File: src/rtl/core/sasp_pkg.sv
package sasp_pkg;

  // input function codes
  localparam logic [1:0] FUNC_SET   = 2'd0;
  localparam logic [1:0] FUNC_SPEED = 2'd1;
  localparam logic [1:0] FUNC_TICK  = 2'd2;

  // configuration register indexes
  localparam logic REG_LO_CMP = 1'b0;
  localparam logic REG_HI_CMP = 1'b1;

  localparam logic [15:0] LO_CMP_RST = 16'd500;
  localparam logic [15:0] HI_CMP_RST = 16'd2500;

  localparam logic signed [15:0] ANGLE_LIMIT_IN = 16'sd180;
  localparam logic [7:0]         ANGLE_LIMIT    = 8'd180;

  // step = floor(speed * 2^16 / 1000) = (speed * STEP_RECIP) >> 24
  localparam logic [30:0] STEP_RECIP = 31'd1099511628;
  // floor(q / 180) = (q * DIV180_RECIP) >> 31, exact for q < 2^31 / 52
  localparam logic [23:0] DIV180_RECIP = 24'd11930465;

  localparam int unsigned QUEUE_DEPTH = 2;

  typedef enum logic [1:0] {
    OP_SET,
    OP_SLEW,
    OP_TICK
  } op_t;

  typedef struct packed {
    op_t        op;
    logic [7:0]  angle;
    logic [23:0] step;
  } cmd_t;

endpackage

File: src/rtl/core/sasp_in_if.sv
interface sasp_in_if;
  logic               valid;
  logic               ready;
  logic [1:0]         func;
  logic signed [15:0] angle;
  logic [15:0]        speed;

  modport source (output valid, func, angle, speed, input ready);
  modport sink   (input valid, func, angle, speed, output ready);
endinterface

File: src/rtl/core/sasp_out_if.sv
interface sasp_out_if;
  logic        valid;
  logic        ready;
  logic [15:0] compare_value;
  logic [7:0]  angle_now;

  modport source (output valid, compare_value, angle_now, input ready);
  modport sink   (input valid, compare_value, angle_now, output ready);
endinterface

File: src/rtl/core/sasp_front.sv
// Decode, clamp and step computation for each accepted transaction.
module sasp_front (
  sasp_in_if.sink        in_if,
  input  logic           full,
  output logic           push,
  output sasp_pkg::cmd_t push_cmd
);

  logic [7:0]  angle_c;
  logic [46:0] step_prod;
  logic        accept;

  assign in_if.ready = !full;
  assign accept      = in_if.valid && !full;

  always_comb begin
    if (in_if.angle[15]) begin
      angle_c = 8'd0;
    end else if (in_if.angle > sasp_pkg::ANGLE_LIMIT_IN) begin
      angle_c = sasp_pkg::ANGLE_LIMIT;
    end else begin
      angle_c = in_if.angle[7:0];
    end
  end

  assign step_prod = in_if.speed * sasp_pkg::STEP_RECIP;

  always_comb begin
    push_cmd.angle = angle_c;
    push_cmd.step  = {1'b0, step_prod[46:24]};
    push_cmd.op    = sasp_pkg::OP_TICK;
    push           = 1'b0;
    case (in_if.func)
      sasp_pkg::FUNC_SET: begin
        push_cmd.op = sasp_pkg::OP_SET;
        push        = accept;
      end
      sasp_pkg::FUNC_SPEED: begin
        push_cmd.op = (in_if.speed == 16'd0) ? sasp_pkg::OP_SET : sasp_pkg::OP_SLEW;
        push        = accept;
      end
      sasp_pkg::FUNC_TICK: begin
        push_cmd.op = sasp_pkg::OP_TICK;
        push        = accept;
      end
      default: begin
        // unused code: consumed, no effect
        push = 1'b0;
      end
    endcase
  end

endmodule

File: src/rtl/core/sasp_queue.sv
// Small command queue between front and back.
module sasp_queue #(
  parameter int unsigned DEPTH = sasp_pkg::QUEUE_DEPTH
) (
  input  logic           clk,
  input  logic           rst_n,
  input  logic           push,
  input  sasp_pkg::cmd_t push_cmd,
  output logic           full,
  input  logic           pop,
  output logic           head_valid,
  output sasp_pkg::cmd_t head_cmd
);

  localparam int unsigned PTR_W = (DEPTH > 1) ? $clog2(DEPTH) : 1;
  localparam int unsigned CNT_W = $clog2(DEPTH + 1);

  sasp_pkg::cmd_t entry_r [DEPTH];
  logic [PTR_W-1:0] wr_ptr_r, rd_ptr_r;
  logic [CNT_W-1:0] count_r;

  assign full       = (count_r == CNT_W'(DEPTH));
  assign head_valid = (count_r != '0);
  assign head_cmd   = entry_r[rd_ptr_r];

  always_ff @(posedge clk) begin
    if (push) begin
      entry_r[wr_ptr_r] <= push_cmd;
    end
  end

  always_ff @(posedge clk) begin
    if (!rst_n) begin
      wr_ptr_r <= '0;
      rd_ptr_r <= '0;
      count_r  <= '0;
    end else begin
      if (push) begin
        wr_ptr_r <= (wr_ptr_r == PTR_W'(DEPTH - 1)) ? '0 : wr_ptr_r + 1'b1;
      end
      if (pop) begin
        rd_ptr_r <= (rd_ptr_r == PTR_W'(DEPTH - 1)) ? '0 : rd_ptr_r + 1'b1;
      end
      if (push && !pop) begin
        count_r <= count_r + 1'b1;
      end else if (pop && !push) begin
        count_r <= count_r - 1'b1;
      end
    end
  end

endmodule

File: src/rtl/core/sasp_back.sv
// Slew state update and pulse mapping pipeline.
module sasp_back (
  input  logic           clk,
  input  logic           rst_n,
  input  logic           head_valid,
  input  sasp_pkg::cmd_t head_cmd,
  output logic           pop,
  input  logic [15:0]    span,
  input  logic [15:0]    lo_cmp,
  sasp_out_if.source     out_if
);

  logic [23:0] pos_r, pos_nxt;
  logic [7:0]  goal_r, goal_nxt;
  logic [23:0] step_r, step_nxt;
  logic        emit;

  logic [23:0] goal_q;
  logic [24:0] sum;
  logic [23:0] diff;

  logic        adv;

  logic        s1_valid_r;
  logic [23:0] s1_pos_r;
  logic        s2_valid_r;
  logic [39:0] s2_prod_r;
  logic [7:0]  s2_angle_r;
  logic        s3_valid_r;
  logic [47:0] s3_mul_r;
  logic [7:0]  s3_angle_r;
  logic        out_valid_r;
  logic [15:0] out_cmp_r;
  logic [7:0]  out_angle_r;

  assign adv = !out_valid_r || out_if.ready;
  assign pop = adv && head_valid;

  assign goal_q = {goal_r, 16'd0};
  assign sum    = {1'b0, pos_r} + {1'b0, step_r};
  assign diff   = pos_r - goal_q;

  always_comb begin
    pos_nxt  = pos_r;
    goal_nxt = goal_r;
    step_nxt = step_r;
    emit     = 1'b0;
    case (head_cmd.op)
      sasp_pkg::OP_SET: begin
        pos_nxt  = {head_cmd.angle, 16'd0};
        goal_nxt = head_cmd.angle;
        step_nxt = '0;
        emit     = 1'b1;
      end
      sasp_pkg::OP_SLEW: begin
        goal_nxt = head_cmd.angle;
        step_nxt = head_cmd.step;
      end
      sasp_pkg::OP_TICK: begin
        if (step_r != '0 && pos_r[23:16] != goal_r) begin
          emit = 1'b1;
          if (pos_r < goal_q) begin
            pos_nxt = (sum > {1'b0, goal_q}) ? goal_q : sum[23:0];
          end else begin
            pos_nxt = (diff < step_r) ? goal_q : pos_r - step_r;
          end
        end
      end
      default: begin
        emit = 1'b0;
      end
    endcase
  end

  always_ff @(posedge clk) begin
    if (!rst_n) begin
      pos_r  <= '0;
      goal_r <= '0;
      step_r <= '0;
    end else if (pop) begin
      pos_r  <= pos_nxt;
      goal_r <= goal_nxt;
      step_r <= step_nxt;
    end
  end

  always_ff @(posedge clk) begin
    if (!rst_n) begin
      s1_valid_r  <= 1'b0;
      s2_valid_r  <= 1'b0;
      s3_valid_r  <= 1'b0;
      out_valid_r <= 1'b0;
    end else if (adv) begin
      s1_valid_r  <= pop && emit;
      s2_valid_r  <= s1_valid_r;
      s3_valid_r  <= s2_valid_r;
      out_valid_r <= s3_valid_r;
    end
  end

  always_ff @(posedge clk) begin
    if (adv) begin
      s1_pos_r    <= pos_nxt;
      s2_prod_r   <= span * s1_pos_r;
      s2_angle_r  <= s1_pos_r[23:16];
      s3_mul_r    <= s2_prod_r[39:16] * sasp_pkg::DIV180_RECIP;
      s3_angle_r  <= s2_angle_r;
      out_cmp_r   <= lo_cmp + s3_mul_r[46:31];
      out_angle_r <= s3_angle_r;
    end
  end

  assign out_if.valid         = out_valid_r;
  assign out_if.compare_value = out_cmp_r;
  assign out_if.angle_now     = out_angle_r;

endmodule

File: src/rtl/core/servo_angle_slew_to_pulse_core.sv
// Servo slew limiter with PWM compare output. Takes one transaction per clock
// cycle while the queue is not full: immediate set (func 0, or func 1 with
// speed 0), slewed set (func 1) and the one-millisecond tick (func 2); func 3
// is swallowed. Angles clamp to 0..180 degrees. A set emits a result at once,
// a slewed set emits nothing, a tick emits one only while the position is
// moving. The front decodes and computes the Q8.16 step, a QUEUE_DEPTH-entry
// command queue decouples it from the back, which updates position/goal/step
// as each command is popped and maps the position to lo_cmp + floor(span *
// position / 180) through a pipeline of registers (position, span * position,
// reciprocal divide by 180, add). With an empty queue a command passes the
// queue, the state update, the two multiplies and the add before its result
// is valid; sustained rate is one transaction per cycle, limited only by
// output backpressure. Write lo_cmp (register 0) and hi_cmp (register 1)
// only while idle; hi_cmp below lo_cmp gives a zero span.
module servo_angle_slew_to_pulse_core #(
  parameter int unsigned QUEUE_DEPTH = sasp_pkg::QUEUE_DEPTH
) (
  input  logic        clk,
  input  logic        rst_n,
  // configuration write port
  input  logic        cfg_we,
  input  logic        cfg_idx,
  input  logic [15:0] cfg_wdata,
  // command and result channels
  sasp_in_if.sink     in_if,
  sasp_out_if.source  out_if
);

  logic [15:0] lo_cmp_r;
  logic [15:0] hi_cmp_r;
  logic [15:0] span;

  logic           push;
  sasp_pkg::cmd_t push_cmd;
  logic           full;
  logic           pop;
  logic           head_valid;
  sasp_pkg::cmd_t head_cmd;

  // config registers
  always_ff @(posedge clk) begin
    if (!rst_n) begin
      lo_cmp_r <= sasp_pkg::LO_CMP_RST;
      hi_cmp_r <= sasp_pkg::HI_CMP_RST;
    end else if (cfg_we) begin
      case (cfg_idx)
        sasp_pkg::REG_LO_CMP: lo_cmp_r <= cfg_wdata;
        sasp_pkg::REG_HI_CMP: hi_cmp_r <= cfg_wdata;
        default: ;
      endcase
    end
  end

  // reversed limits collapse to zero span
  assign span = (hi_cmp_r >= lo_cmp_r) ? (hi_cmp_r - lo_cmp_r) : 16'd0;

  sasp_front u_front (
    .in_if    (in_if),
    .full     (full),
    .push     (push),
    .push_cmd (push_cmd)
  );

  sasp_queue #(
    .DEPTH (QUEUE_DEPTH)
  ) u_queue (
    .clk        (clk),
    .rst_n      (rst_n),
    .push       (push),
    .push_cmd   (push_cmd),
    .full       (full),
    .pop        (pop),
    .head_valid (head_valid),
    .head_cmd   (head_cmd)
  );

  sasp_back u_back (
    .clk        (clk),
    .rst_n      (rst_n),
    .head_valid (head_valid),
    .head_cmd   (head_cmd),
    .pop        (pop),
    .span       (span),
    .lo_cmp     (lo_cmp_r),
    .out_if     (out_if)
  );

endmodule

File: src/flat_wrapper.sv
// flat-port wrapper written by rule: the top's interface ports become plain ports
module servo_angle_slew_to_pulse_core_flat 
#(
  parameter int unsigned QUEUE_DEPTH = sasp_pkg::QUEUE_DEPTH
)
  (clk, rst_n, cfg_we, cfg_idx, cfg_wdata, in_if_valid, in_if_func, in_if_angle, in_if_speed, in_if_ready, out_if_valid, out_if_compare_value, out_if_angle_now, out_if_ready);
  sasp_in_if in_if_i ();
  sasp_out_if out_if_i ();
  input  logic clk;
  input  logic rst_n;
  input  logic cfg_we;
  input  logic cfg_idx;
  input  logic [15:0] cfg_wdata;
  input wire logic [$bits(in_if_i.valid)-1:0] in_if_valid;
  input wire logic [$bits(in_if_i.func)-1:0] in_if_func;
  input wire logic [$bits(in_if_i.angle)-1:0] in_if_angle;
  input wire logic [$bits(in_if_i.speed)-1:0] in_if_speed;
  output wire logic [$bits(in_if_i.ready)-1:0] in_if_ready;
  output wire logic [$bits(out_if_i.valid)-1:0] out_if_valid;
  output wire logic [$bits(out_if_i.compare_value)-1:0] out_if_compare_value;
  output wire logic [$bits(out_if_i.angle_now)-1:0] out_if_angle_now;
  input wire logic [$bits(out_if_i.ready)-1:0] out_if_ready;
  assign in_if_i.valid = in_if_valid;
  assign in_if_i.func = in_if_func;
  assign in_if_i.angle = in_if_angle;
  assign in_if_i.speed = in_if_speed;
  assign in_if_ready = in_if_i.ready;
  assign out_if_valid = out_if_i.valid;
  assign out_if_compare_value = out_if_i.compare_value;
  assign out_if_angle_now = out_if_i.angle_now;
  assign out_if_i.ready = out_if_ready;
  servo_angle_slew_to_pulse_core #(.QUEUE_DEPTH(QUEUE_DEPTH)) u_core (.clk(clk), .rst_n(rst_n), .cfg_we(cfg_we), .cfg_idx(cfg_idx), .cfg_wdata(cfg_wdata), .in_if(in_if_i), .out_if(out_if_i));
endmodule
File: config.mk
export PLATFORM = sky130hd
export DESIGN_NAME = servo_angle_slew_to_pulse_core_flat
export DESIGN_NICKNAME = d
export VERILOG_FILES = /design/src/rtl/core/sasp_pkg.sv /design/src/rtl/core/sasp_in_if.sv /design/src/rtl/core/sasp_out_if.sv /design/src/rtl/core/sasp_front.sv /design/src/rtl/core/sasp_queue.sv /design/src/rtl/core/sasp_back.sv /design/src/rtl/core/servo_angle_slew_to_pulse_core.sv /design/src/flat_wrapper.sv
export SDC_FILE = /design/constraint.sdc
export NUM_CORES = 2
export LEC_CHECK = 0
export ABC_AREA = 1
export BUFFER_PORTS_ARGS = -buffer_cell sky130_fd_sc_hd__clkbuf_2
export CAP_MARGIN = 20
export CORE_MARGIN = 2
export CORE_UTILIZATION = 55
export DETAILED_ROUTE_END_ITERATION = 7
export HOLD_SLACK_MARGIN = 0.03
export PLACE_DENSITY = 0.71
export SLEW_MARGIN = 40
export SYNTH_ARGS = -nofsm -noshare
export SYNTH_HDL_FRONTEND = slang
export SYNTH_SLANG_ARGS = --single-unit
File: constraint.sdc
create_clock -name clk -period 11.5 [get_ports clk]
set_clock_uncertainty 0.1 [all_clocks]
set_input_delay 2.3 -clock clk [delete_from_list [all_inputs] [get_ports clk]]
set_output_delay 2.3 -clock clk [all_outputs]
set_load 0.05 [all_outputs]
* Word level (Yosys, flattened, before mapping)
Memories as Yosys holds them, arrays and structs flattened. A register that Yosys moved wholly into a read port is not among the register bits.
Index checks and enable logic that the tools add are counted.
Widths: inputs -> output; s select.
** Word-level totals
- Word-level logic and storage cells :: 90
- Output and inout bits :: 26
- RAM bits :: 66
- Memories kept :: 1
- Register bits after elaboration :: 247
** Memories
- u_core.u_queue.entry_r :: depth 2, bits a word 33, rd ports 1, clocked after memory_dff 1, write ports 1, RTL line sasp_queue.sv:18 : sasp_pkg::cmd_t entry_r [DEPTH];
** Operators by class
- Reduce and logical (&&, ||, !) cells :: 24
- Muxes and demuxes :: 22
- Multipliers :: 3
- $lt $le $gt $ge :: 5
- Bitwise operators :: 1
- Eq/ne operators :: 6
- Add/sub/neg operators :: 9
** Operator list (number)
- $mux 24 :: 4
- $pmux 24 s2 :: 2
- $lt 24x24->1 :: 2
- $sub 24x24->24 :: 2
- $mul 24x24->47 const B :: 1
- $mul 16x29->45 const B :: 1
- $mul 16x24->40 :: 1
- $add 24x24->25 :: 1
- $gt 25x24->1 :: 1
- $reduce_bool 24->1 :: 1
- $add 16x16->16 :: 1
- $ge 16x16->1 :: 1
- $gt 16x9->1 const B :: 1
- $logic_not 16->1 :: 1
- $mux 16 :: 1
- $mux 8 :: 2
- $sub 16x16->16 :: 1
- $mux 1 :: 9
- $ne 8x8->1 :: 1
- $reduce_and 2->1 :: 4
- $eq 2x2->1 const B :: 3
- $logic_and 1x1->1 :: 6
- $reduce_bool 2->1 :: 3
- $eq 2x1->1 const B :: 2
- other kinds (12) :: 18

* Depth between registers and ports, before layout
- Depth after elaboration :: 8
- Depth in mapped cells :: 37

* Cells and area by module
From an unflattened synthesis, not the netlist that was laid out.
** Second synthesis, totals
- Cell total of the unflattened synthesis :: 5669
- Area, all modules :: 45638.8 um^2
** Modules (own cells, without submodules)
- sasp_back :: area an instance 32672.6 um^2, times used 1, cells each 4084
- sasp_front :: area an instance 7903.8 um^2, times used 1, cells each 1090
- sasp_queue :: area an instance 2836.5 um^2, times used 1, cells each 141
- servo_angle_slew_to_pulse_core :: area an instance 2225.9 um^2, times used 1, cells each 354

* Least setup slack after synthesis
No wires, ideal clock.
- Path type :: input to register
- Start point :: in in_if_speed[4]
- End point :: mem u_core.u_queue.entry_r[0][21] in the netlist's numbering, data pin
- Arrival :: 7095 ps
- Setup time :: 259 ps
- Stages on the path :: 27
- Slack :: 4046 ps
- Buffers on the path :: 0
- Data required time :: 11141 ps
- Cells stage by stage :: inv_1 -> ha_1 -> fa_1 -> fa_1 -> inv_1 -> fa_1 -> inv_1 -> fa_1 -> inv_1 -> fa_1 -> inv_1 -> ha_1 -> nand2_1 -> nor4_1 -> nand2_1 -> nand2_1 -> nand2_1 -> a21boi_0 -> o21ai_0 -> nand2_1 -> nand2_1 -> nand2_1 -> nand2_1 -> o21ai_0 -> inv_1 -> nor2_1 -> nor2_1
** RTL lines
- start, declared :: RTL line flat_wrapper.sv:17 : input wire logic [$bits(in_if_i.speed)-1:0] in_if_speed;
- end, declared :: RTL line sasp_queue.sv:18

* Final worst setup path
- Start point :: reg u_core.hi_cmp_r[0]
- End point :: reg u_core.u_back.s2_prod_r[35], data pin
** Between the ends
- Cells in the longest elaborated chain, start to end :: 3
- Elaborated cells on any way between the ends :: 4
** RTL lines
- start, declared :: RTL line servo_angle_slew_to_pulse_core.sv:30 : logic [15:0] hi_cmp_r;
- start signal, assigned :: RTL line servo_angle_slew_to_pulse_core.sv:44 : hi_cmp_r <= sasp_pkg::HI_CMP_RST;
- start signal, assigned :: RTL line servo_angle_slew_to_pulse_core.sv:48 : sasp_pkg::REG_HI_CMP: hi_cmp_r <= cfg_wdata;
- $sub 16x16->16 or $ge 16x16->1 (tied branches) :: RTL line servo_angle_slew_to_pulse_core.sv:55 : assign span = (hi_cmp_r >= lo_cmp_r) ? (hi_cmp_r - lo_cmp_r) : 16'd0;
- $mux 16 * :: RTL line servo_angle_slew_to_pulse_core.sv:55
- $mul 16x24->40 * :: RTL line sasp_back.sv:104 : s2_prod_r <= span * s1_pos_r;
- end signal, assigned :: RTL line sasp_back.sv:104
- end, declared :: RTL line sasp_back.sv:27 : logic [39:0] s2_prod_r;
Every way passes the cells marked *; elsewhere a longest branch is shown, timed or not.
A chain may end at the register's enable or synchronous reset.

==> impl_metrics.env <==
export IMPL_cp_common_cell="inv_1"
export IMPL_rsz0062_at_grt="no"
export IMPL_drive_above_1_share_pct=5.598
export IMPL_die_height_um=284.4
export IMPL_ys_types=58
export IMPL_first_pass_iters=6
export IMPL_grt_util_all_layers_pct=30.13
export IMPL_fp_dieArea_um2=80890
export IMPL_clock_fmax_ghz=0.1133
export IMPL_grt_start_max_net_pins=63
export IMPL_start_kind="flip-flop"
export IMPL_cts_htree_levels=1
export IMPL_syn_mean_instance_area_um2=8.404
export IMPL_cap_violations=0
export IMPL_clk_latency_ps=600
export IMPL_cts_resized=0
export IMPL_synthArstFlopShare_pct=0
export IMPL_num_vias=34182
export IMPL_placementRows=102
export IMPL_routedWlPerCell_um=19.36
export IMPL_ys_ff_latch=266
export IMPL_finalHoldViolations=0
export IMPL_drc=0
export IMPL_synth_fp_nets=6415
export IMPL_cp_end_kind="flip-flop"
export IMPL_nFillCells=7125
export IMPL_antenna_found_initial=11
export IMPL_syn_area_um2=43250
export IMPL_numCtsBuffers=30
export IMPL_place_hpwl_mm=101.2
export IMPL_routed_wl_mm=120.8
export IMPL_final_common_cell="inv_1"
export IMPL_hold_buffers=0
export IMPL_critPathArrivalTime_ps=9050
export IMPL_tns_ps=0
export IMPL_setup_viol=0
export IMPL_outcome="finished clean"
export IMPL_maxSlewHeadroom_pct=38.48
export IMPL_fin_nets=6443
export IMPL_critPathMaxStageDelay_ps=690
export IMPL_yosysWarnings=0
export IMPL_cp_slowest_cell="inv_1"
export IMPL_period_minus_slack_ps=8827
export IMPL_synth_area_leaders="fa_1 28%, ha_1 18%, edfxtp_1 12%"
export IMPL_synth_top_area_share_pct=28.01
export IMPL_most_common_layout_cells="1207 x inv_1, 833 x nand2_1, 608 x ha_1"
export IMPL_synth_main_ff_cell="edfxtp_1"
export IMPL_antenna_cells=0
export IMPL_yosysSeqAreaShare_pct=16.25
export IMPL_port_buffers=81
export IMPL_antenna_left=0
export IMPL_clock_path_buffers=3
export IMPL_cp_data_required_time_ps=11730
export IMPL_start_util_pct=55.73
export IMPL_seqCellArea_um2=7027
export IMPL_worstSetupPathType="reg2reg"
export IMPL_clockRootBuffer="clkbuf_16"
export IMPL_gp_congestion=1.012
export IMPL_synth_cells=5146
export IMPL_ios=82
export IMPL_cts_tree="yes"
export IMPL_grt_pass1_vias=34700
export IMPL_fp_dieW_um=284.4
export IMPL_yosysTopAreaCell="fa_1"
export IMPL_clk_pin_slew_ps=70
export IMPL_core_area_um2=77590
export IMPL_worstHoldPathType="reg2reg"
export IMPL_clock_sinks=266
export IMPL_grt_pass1_wl_mm=189.9
export IMPL_multi_input_area_um2=31110
export IMPL_synth_edf_count=170
export IMPL_slew_viol_final=0
export IMPL_area_growth_pct=5.590
export IMPL_viasPerCell=5.480
export IMPL_fin_crit_sh_pct=76.76
export IMPL_worstPathMaxFanout=16
export IMPL_tightest_slew_ps=922.8
export IMPL_dr_first_iter_drc_count=2590
export IMPL_post_cts_buffers=0
export IMPL_overflow=0
==> routing by layer <==
layer	wire [um]	track usage, %
met5	96	0
met4	4408	9.553
met3	9396	4.647
met2	55990	49.74
met1	50890	40.80
==> critical path, delay by kind of cell (launching register included) <==
family	cells	cell delay, ps
simple gates	9	1330
compound gates	6	1400
fa+ha+maj	9	4220
flops	1	310
buf+inv	9	1180
==> cells in the mapped netlist (6+ instances only) <==
cell	instances
a211oi_1	29
a21boi_0	6
a21o_1	17
a21oi_1	302
a21oi_2	10
a31oi_1	22
buf_1	12
buf_2	14
buf_4	6
clkbuf_1	65
clkinv_1	16
dfxtp_1	96
edfxtp_1	170
fa_1	605
ha_1	608
inv_1	1211
inv_2	15
mux2_2	31
nand2_1	833
nand2_2	23
nand2_4	7
nand3_1	152
nand3_2	8
nand4_1	31
nor2_1	408
nor2_2	9
nor3_1	38
nor4_1	13
o211ai_1	13
o21a_1	14
o21ai_0	163
o21ai_1	10
o21bai_1	11
or2_2	13
xnor2_1	22
xor2_1	92
==> cell families after synthesis <==
| group | Yosys count | share of synthesized area, % |
|---|---|---|
| and+or+nand+nor | 1556 | 15.13 |
| xor gates and xnor gates | 114 | 2.309 |
| adders and majority gates | 1213 | 45.60 |
| DFF | 266 | 16.25 |
| buffers and inverters | 1345 | 11.86 |
| AOI/OAI and AO/OA | 621 | 8.046 |
| muxes | 31 | 0.8072 |
==> sequential cells by signal, summed over array words and instances, names as in the netlist, named ones only <==
| signal | count |
|---|---|
| u_core.hi_cmp_r | 16 |
| u_core.lo_cmp_r | 16 |
| u_core.u_back.goal_r | 8 |
| u_core.u_back.out_if.angle_now | 8 |
| u_core.u_back.out_if.compare_value | 16 |
| u_core.u_back.out_if.valid | 1 |
| u_core.u_back.pos_r | 24 |
| u_core.u_back.s1_pos_r | 24 |
| u_core.u_back.s1_valid_r | 1 |
| u_core.u_back.s2_angle_r | 8 |
| u_core.u_back.s2_prod_r | 24 |
| u_core.u_back.s2_valid_r | 1 |
| u_core.u_back.s3_angle_r | 8 |
| u_core.u_back.s3_mul_r | 16 |
| u_core.u_back.s3_valid_r | 1 |
| u_core.u_back.step_r | 23 |
| u_core.u_queue.count_r | 2 |
| u_core.u_queue.entry_r | 66 |
| u_core.u_queue.rd_ptr_r | 1 |
| u_core.u_queue.wr_ptr_r | 1 |
==> stage by stage <==
step	hold slack (ps)	util [%]	instances	setup WS, ps	area (um^2)
after CTS	319.7	58.84	6238	2880	45660
after global routing	326.1	58.85	6238	2257	45660
final	320.2	58.85	6238	2673	45660
after global placement	301.9	57.51	6181	3027	44630
after detailed placement	307.1	57.54	6182	2916	44650
after floorplan	300.3	-	5146	4046	43250
==> path summary, 6_finish.rpt <==
check,slack [ps],depth (start not counted),start,to
max,2670,33,u_core.hi_cmp_r[0]$_SDFFE_PN0P_,u_core.u_back.s2_prod_r[35]$_DFFE_PP_
min,320,0,u_core.u_back.s2_angle_r[3]$_DFFE_PP_,u_core.u_back.s3_angle_r[3]$_DFFE_PP_
max reg2reg,2670,33,u_core.hi_cmp_r[0]$_SDFFE_PN0P_,u_core.u_back.s2_prod_r[35]$_DFFE_PP_
min reg2reg,320,0,u_core.u_back.s2_angle_r[3]$_DFFE_PP_,u_core.u_back.s3_angle_r[3]$_DFFE_PP_
==> area by class of cell <==
class	count	area share, %
multi-input combinational	3535	68.13
sequential	266	15.39
inverter	1243	10.23
tap	1040	2.850
clock buffer	41	1.959
timing repair buffer	98	1.197
clock inverter	15	0.2411
Power is not shown: default switching activity piles up to over one toggle a cycle in this logic, so the estimate is an artifact.
